## config.mk

```make
export PLATFORM = sky130hd
export DESIGN_NAME = ptse_ctrl
export DESIGN_NICKNAME = d
export VERILOG_FILES = /design/src/hw/rtl/ptse_pkg.sv /design/src/hw/rtl/ptse_ctrl.sv
export SDC_FILE = /design/constraint.sdc
export NUM_CORES = 1
export LEC_CHECK = 0
export BUFFER_PORTS_ARGS = -buffer_cell sky130_fd_sc_hd__buf_2
export CAP_MARGIN = 20
export CORE_UTILIZATION = 50
export DETAILED_ROUTE_END_ITERATION = 8
export PLACE_DENSITY = 0.74
export REMOVE_ABC_BUFFERS = 1
export SETUP_SLACK_MARGIN = 0.2
export SKIP_LAST_GASP = 1
export SLEW_MARGIN = 15
export SYNTH_ARGS = -nofsm -noshare
export SYNTH_HDL_FRONTEND = slang
export SYNTH_SLANG_ARGS = --single-unit
```

## constraint.sdc

```tcl
create_clock -name clock -period 2.9 [get_ports clock]
set_clock_uncertainty 0.1 [all_clocks]
set_input_delay 0.435 -clock clock [delete_from_list [all_inputs] [get_ports clock]]
set_output_delay 0.435 -clock clock [all_outputs]
set_load 0.03 [all_outputs]
```

## src/hw/rtl/ptse_pkg.sv

```systemverilog
`timescale 1ns / 1ps
`default_nettype none
// ----------------------------------------------------------------------------
// Thick stroke extruder package
// Shared widths, command codes, control structs and helpers.
// ----------------------------------------------------------------------------
package ptse_pkg;

   localparam int MAX_VERTICES = 65536;
   localparam int VCOUNT_W     = $clog2(MAX_VERTICES + 1);
   localparam int COORD_W      = 32;
   localparam int THICK_W      = 31;
   localparam int SLOT_W       = 16;
   localparam int MAG_W        = 31;
   localparam int DIFF_W       = COORD_W + 2;

   localparam logic [THICK_W-1:0] THICK_RESET = 31'd65536;

   // Sources of the vector handed to the normalizer.
   localparam logic [1:0] SRC_C_MINUS_B = 2'd0;
   localparam logic [1:0] SRC_A_MINUS_B = 2'd1;
   localparam logic [1:0] SRC_B_MINUS_C = 2'd2;
   localparam logic [1:0] SRC_BISECT    = 2'd3;

   // Offset scaling targets.
   localparam logic [2:0] SCL_NONE = 3'd0;
   localparam logic [2:0] SCL_OX   = 3'd1;
   localparam logic [2:0] SCL_OY   = 3'd2;
   localparam logic [2:0] SCL_PX   = 3'd3;
   localparam logic [2:0] SCL_PY   = 3'd4;

   // Result items in the order they leave the block.
   localparam logic [2:0] ITEM_V0  = 3'd0;
   localparam logic [2:0] ITEM_V1  = 3'd1;
   localparam logic [2:0] ITEM_V2  = 3'd2;
   localparam logic [2:0] ITEM_V3  = 3'd3;
   localparam logic [2:0] ITEM_T0  = 3'd4;
   localparam logic [2:0] ITEM_T1  = 3'd5;
   localparam logic [2:0] ITEM_OVF = 3'd6;

   typedef struct packed {
      logic              load_point;
      logic              commit;
      logic              norm_start;
      logic [1:0]        norm_src;
      logic              save_u;
      logic [2:0]        scale_sel;
      logic              clear_deg;
      logic              emit;
      logic [2:0]        item;
      logic              first_mode;
      logic [SLOT_W-1:0] slot_base;
   } ptse_cmd_type;

   typedef struct packed {
      logic norm_done;
      logic norm_idle;
      logic out_free;
   } ptse_stat_type;

   function automatic logic signed [COORD_W-1:0] sat_coord(input logic signed [COORD_W:0] v);
      logic signed [COORD_W-1:0] r;
      if (v[COORD_W] != v[COORD_W-1]) begin
         r = v[COORD_W] ? {1'b1, {(COORD_W-1){1'b0}}} : {1'b0, {(COORD_W-1){1'b1}}};
      end else begin
         r = v[COORD_W-1:0];
      end
      return r;
   endfunction

endpackage
`default_nettype wire

```

## src/hw/rtl/ptse_ctrl.sv

```systemverilog
`timescale 1ns / 1ps
`default_nettype none
// ----------------------------------------------------------------------------
// Thick stroke extruder controller
// Sequences normalizations, offset scaling, result beats and state update.
// ----------------------------------------------------------------------------
module ptse_ctrl (
   input  wire                      clock,
   input  wire                      reset,
   input  wire                      req_valid,
   output logic                     req_ready,
   input  ptse_pkg::ptse_stat_type  stat,
   output ptse_pkg::ptse_cmd_type   cmd
);

   localparam int VW = ptse_pkg::VCOUNT_W;

   localparam logic [3:0] S_IDLE   = 4'd0;
   localparam logic [3:0] S_DECIDE = 4'd1;
   localparam logic [3:0] S_WAIT_A = 4'd2;
   localparam logic [3:0] S_WAIT_B = 4'd3;
   localparam logic [3:0] S_OX     = 4'd4;
   localparam logic [3:0] S_OY     = 4'd5;
   localparam logic [3:0] S_WAIT_C = 4'd6;
   localparam logic [3:0] S_PX     = 4'd7;
   localparam logic [3:0] S_PY     = 4'd8;
   localparam logic [3:0] S_EMIT   = 4'd9;
   localparam logic [3:0] S_COMMIT = 4'd10;
   localparam logic [3:0] S_OVF    = 4'd11;

   logic [3:0]    state_ff, state_in;
   logic [1:0]    seen_ff, seen_in;
   logic [VW-1:0] vcount_ff, vcount_in;
   logic [2:0]    k_ff, k_in;
   logic          first_ff, first_in;
   logic [VW:0]   need;
   logic          overflow;

   always_comb begin
      need     = (seen_ff == 2'd1) ? (VW+1)'(4) : (VW+1)'(2);
      overflow = ({1'b0, vcount_ff} + need) > (VW+1)'(ptse_pkg::MAX_VERTICES);
   end

   always_comb begin
      state_in  = state_ff;
      seen_in   = seen_ff;
      vcount_in = vcount_ff;
      k_in      = k_ff;
      first_in  = first_ff;
      req_ready = 1'b0;
      cmd            = '0;
      cmd.norm_src   = ptse_pkg::SRC_C_MINUS_B;
      cmd.scale_sel  = ptse_pkg::SCL_NONE;
      cmd.item       = k_ff;
      cmd.first_mode = first_ff;
      cmd.slot_base  = ptse_pkg::SLOT_W'(vcount_ff);
      case (state_ff)
         S_IDLE: begin
            req_ready = 1'b1;
            if (req_valid) begin
               cmd.load_point = 1'b1;
               state_in       = S_DECIDE;
            end
         end
         S_DECIDE: begin
            if (seen_ff == 2'd0) begin
               cmd.commit = 1'b1;
               seen_in    = 2'd1;
               state_in   = S_IDLE;
            end else if (overflow) begin
               state_in = S_OVF;
            end else begin
               first_in       = (seen_ff == 2'd1);
               cmd.norm_start = 1'b1;
               cmd.clear_deg  = 1'b1;
               cmd.norm_src   = (seen_ff == 2'd1) ? ptse_pkg::SRC_C_MINUS_B
                                                  : ptse_pkg::SRC_A_MINUS_B;
               state_in       = S_WAIT_A;
            end
         end
         S_WAIT_A: begin
            if (stat.norm_done) begin
               if (first_ff) begin
                  state_in = S_OX;
               end else begin
                  cmd.save_u     = 1'b1;
                  cmd.norm_start = 1'b1;
                  cmd.norm_src   = ptse_pkg::SRC_B_MINUS_C;
                  state_in       = S_WAIT_B;
               end
            end
         end
         S_WAIT_B: begin
            if (stat.norm_done) begin
               state_in = S_OX;
            end
         end
         S_OX: begin
            cmd.scale_sel = ptse_pkg::SCL_OX;
            state_in      = S_OY;
         end
         S_OY: begin
            cmd.scale_sel = ptse_pkg::SCL_OY;
            k_in          = ptse_pkg::ITEM_V0;
            if (first_ff) begin
               state_in = S_EMIT;
            end else begin
               cmd.norm_start = 1'b1;
               cmd.norm_src   = ptse_pkg::SRC_BISECT;
               state_in       = S_WAIT_C;
            end
         end
         S_WAIT_C: begin
            if (stat.norm_done) begin
               state_in = S_PX;
            end
         end
         S_PX: begin
            cmd.scale_sel = ptse_pkg::SCL_PX;
            state_in      = S_PY;
         end
         S_PY: begin
            cmd.scale_sel = ptse_pkg::SCL_PY;
            state_in      = S_EMIT;
         end
         S_EMIT: begin
            // The beat counter doubles as the item code.
            if (stat.out_free) begin
               cmd.emit = 1'b1;
               if (k_ff == ptse_pkg::ITEM_T1) begin
                  state_in = S_COMMIT;
               end else begin
                  k_in = k_ff + 3'd1;
               end
            end
         end
         S_COMMIT: begin
            cmd.commit = 1'b1;
            vcount_in  = VW'({1'b0, vcount_ff} + need);
            seen_in    = 2'd2;
            state_in   = S_IDLE;
         end
         S_OVF: begin
            cmd.item = ptse_pkg::ITEM_OVF;
            if (stat.out_free) begin
               cmd.emit = 1'b1;
               state_in = S_IDLE;
            end
         end
         default: begin
            state_in = S_IDLE;
         end
      endcase
   end

   always_ff @(posedge clock) begin
      if (reset) begin
         state_ff  <= S_IDLE;
         seen_ff   <= 2'd0;
         vcount_ff <= '0;
         k_ff      <= '0;
         first_ff  <= 1'b0;
      end else begin
         state_ff  <= state_in;
         seen_ff   <= seen_in;
         vcount_ff <= vcount_in;
         k_ff      <= k_in;
         first_ff  <= first_in;
      end
   end

   a_seen_range: assert property (@(posedge clock) disable iff (reset)
      seen_ff != 2'd3)
      else $error("point counter passed two");

   a_vcount_cap: assert property (@(posedge clock) disable iff (reset)
      {1'b0, vcount_ff} <= (VW+1)'(ptse_pkg::MAX_VERTICES))
      else $error("vertex count exceeds store size");

   a_start_idle: assert property (@(posedge clock) disable iff (reset)
      cmd.norm_start |-> stat.norm_idle)
      else $error("normalizer started while busy");

endmodule
`default_nettype wire

```

==> out/qor.txt <==
Run status - finished, violations left
Failing checks - setup timing
Residual DRC - 0
CTS tree - built
Final hold violations - 0
HP Class - reg -> reg
Synthesized instance count - 257
PortBufs - 35
Power Density - 607 nW/um^2
Unrepaired setup endpoints after global routing - true
Detailed placement HPWL - 3260 um
Min Tclk post-route - 3.32 ns
Sw Ratio - 44.1%
Hold WS - 0.476 ns
Main synth FF type - dfxtp_1
Seq/Total Area, Yosys - 25.3%
Starting Density - 54.2%
Pin count of the biggest net entering global routing - 27
Register-to-Register Setup Slack - 0.07 ns
# clock sinks - 26
Max cap viols - 0
Vias in the first global route - 1737
Die width - 66.2 um
Via density - 5.68
Highest clock rate - 302 MHz
Final worst slack - -0.416 ns
Worst Reg2Reg Path Length in Cells - 15
Final setup fails - 3
Layout Utilization - 64.3%
Number of core rows - 22
Syn_area_per_cell - 8.01 sq um
Die Footprint - 4380 sq um
Slew @ Worst Pin - 0.652 ns
Net Switching - 0.000653 W
Yosys reg bits - 26
Final Wtd Congestion - 0.851
Iter 0 DRT Violations - 109
Core area - 3800 sq um
Placed cells - 326
Ant diodes - 0
Non-filler cells, final - 341
GRT Util Overall - 23.1%
Largest fanout on the critical path - 4
Clock root buffer - clkbuf_8
Share of the synthesized area in the top cell type - 25.3%
Post-DP Area - 2230 sq um
Cell area after synthesis - 2060 sq um
Layout area overhead - 18.6%
CP required - 2.37 ns
Final ANT Viol Nets - 0
Syn. warnings - 0
# nets final - 305
Clock-pin slew on the worst setup and hold paths - 0.09 ns
Clock Path Buffers - 2
Clock power frac - 15.8%
Fin crit share - 114%
Most frequent cell after synthesis - nor2_1
Critical path type - reg -> out
Sequential power share - 31.6%
Layout cells sized above 1 - 33.8%
Distinct cell type count after synthesis - 61
Critical Path Source Type - flip-flop
Combinational Power Share - 52.6%
Worst hold path cell count - 2
Final-layout fill cell count - 334
Worst vdd ir - 0.000325 V
Final Max Tran Viols - 0
Routed wire length - 4760 um
Yosys top cell by area - dfxtp_1
Synth top area cells - dfxtp_1, buf_4, nor2_1
Initial antenna violation count - 0
First-pass GRT wire length - 7870 um
Wirelength per Cell - 14.0 um
Post-synth top cells - nor2_1, dfxtp_1, buf_4
CP endpoint kind - primary output
FFs w/ async S/R, synth - 0%
CTS Buf Count - 3
1st-pass router iterations - 4
Die Span Y - 66.2 um
Grt total ovfl - 0
Non-Filler Cell Area, Final - 2440 sq um
Relative slew slack - 56.1%
H-tree Lvls - 1
Worst-skew pair later-pin latency - 0.27 ns
Vias - 1936
# IOs - 38
Crit path DAT - 2.78 ns
Setup_tns - -1.15 ns
Internal - 0.000829 W
Leakage - 1.08 nW
EDFF count, synth - 0
==> registers in the layout, summed over array words and instances (netlist names) <==
name	flops
seen_ff	2
first_ff	1
k_ff	3
vcount_ff	16
state_ff	4
==> power groups by stage <==
stage	clock network [W]	registers [W]	logic [W]
after floorplan	0	0.000499	0.000495
after global routing	0.000259	0.000477	0.000846
after CTS	0.000246	0.000464	0.000765
final	0.000234	0.000469	0.000780
after global placement	0	0.000465	0.000724
after detailed placement	0	0.000468	0.000733
==> worst paths after layout <==
check                   to       start
hold reg to reg    k_ff[2]     k_ff[2]
setup / recovery   cmd[26]  seen_ff[1]
setup reg to reg  first_ff  seen_ff[1]
hold / removal     k_ff[2]     k_ff[2]
==> cell type report <==
class | count | area, sq um | area share, %
Multi-Input combinational cell | 189 | 1350 | 55.3
Inverter | 8 | 30.0 | 1.23
Sequential cell | 26 | 523 | 21.4
Clock buffer | 4 | 55.1 | 2.26
Timing Repair Buffer | 66 | 423 | 17.3
Tap cell | 48 | 60.1 | 2.46
==> stage by stage <==
| step | power (W) | setup slack, ns |
|---|---|---|
| 2_1_floorplan | 0.000994 | -0.520 |
| 3_3_place_gp | 0.00119 | -0.198 |
| 3_5_place_dp | 0.00120 | -0.260 |
| 4_1_cts | 0.00148 | -0.406 |
| 5_1_grt | 0.00158 | -0.559 |
| 6_report | 0.00148 | -0.416 |
==> routing by layer <==
layer	vias to the layer above	routed length [um]	GRT usage (%)
met2	62	2280	37.5
met5	-	0	0
li1	960	-	-
met3	6	205	4.83
met1	908	2220	30.9
met4	0	57	5.59
==> worst max-delay path, cell delays in order, from the launching register on <==
cell,delay [ns]
dfxtp_2,0.33
inv_2,0.07
nand2_4,0.05
ha_4,0.15
inv_2,0.05
fa_2,0.19
nand4b_4,0.14
buf_6,0.12
nor2_4,0.04
a2111o_1,0.40
a2111oi_4,0.47
a21o_1,0.21
a21o_1,0.15
buf_6,0.13
==> logic make-up after synthesis <==
kind of cell	synth area share (%)
buffers and inverters	11.7
xor gates and xnor gates	8.09
DFF	25.3
and+or+nand+nor	31.1
other	0.182
adders and majority gates	3.40
AOI/OAI and AO/OA	19.2
muxes	0.973
==> what timing repair did <==
item,in CTS,in global routing
hold buffers,0,0
cloned,0,0
buffers inserted,6,5
endpoints found under the hold margin,0,0
setup endpoints to repair,4,6
gates resized for setup,17,5
pin swaps,6,10
==> placed cells by master, fill, tap and decap left out, drive strengths merged, types with 3 or more instances in the layout <==
cell type | synthesis | layout
buf | 24 | 66
nor2 | 30 | 30
dfxtp | 26 | 26
nand2 | 17 | 17
nor3 | 15 | 15
xnor2 | 11 | 11
a21oi | 11 | 11
o21ai | 10 | 10
xor2 | 8 | 8
inv | 7 | 7
and3 | 6 | 6
nand3 | 6 | 6
a211oi | 6 | 6
nand2b | 6 | 6
and2 | 5 | 5
nand4 | 5 | 5
nor4 | 5 | 5
a21o | 4 | 4
nor2b | 4 | 4
clkbuf | 10 | 4
ha | 4 | 4
or3 | 3 | 3
a2111oi | 3 | 3
Power figures use the tool's default switching activity.
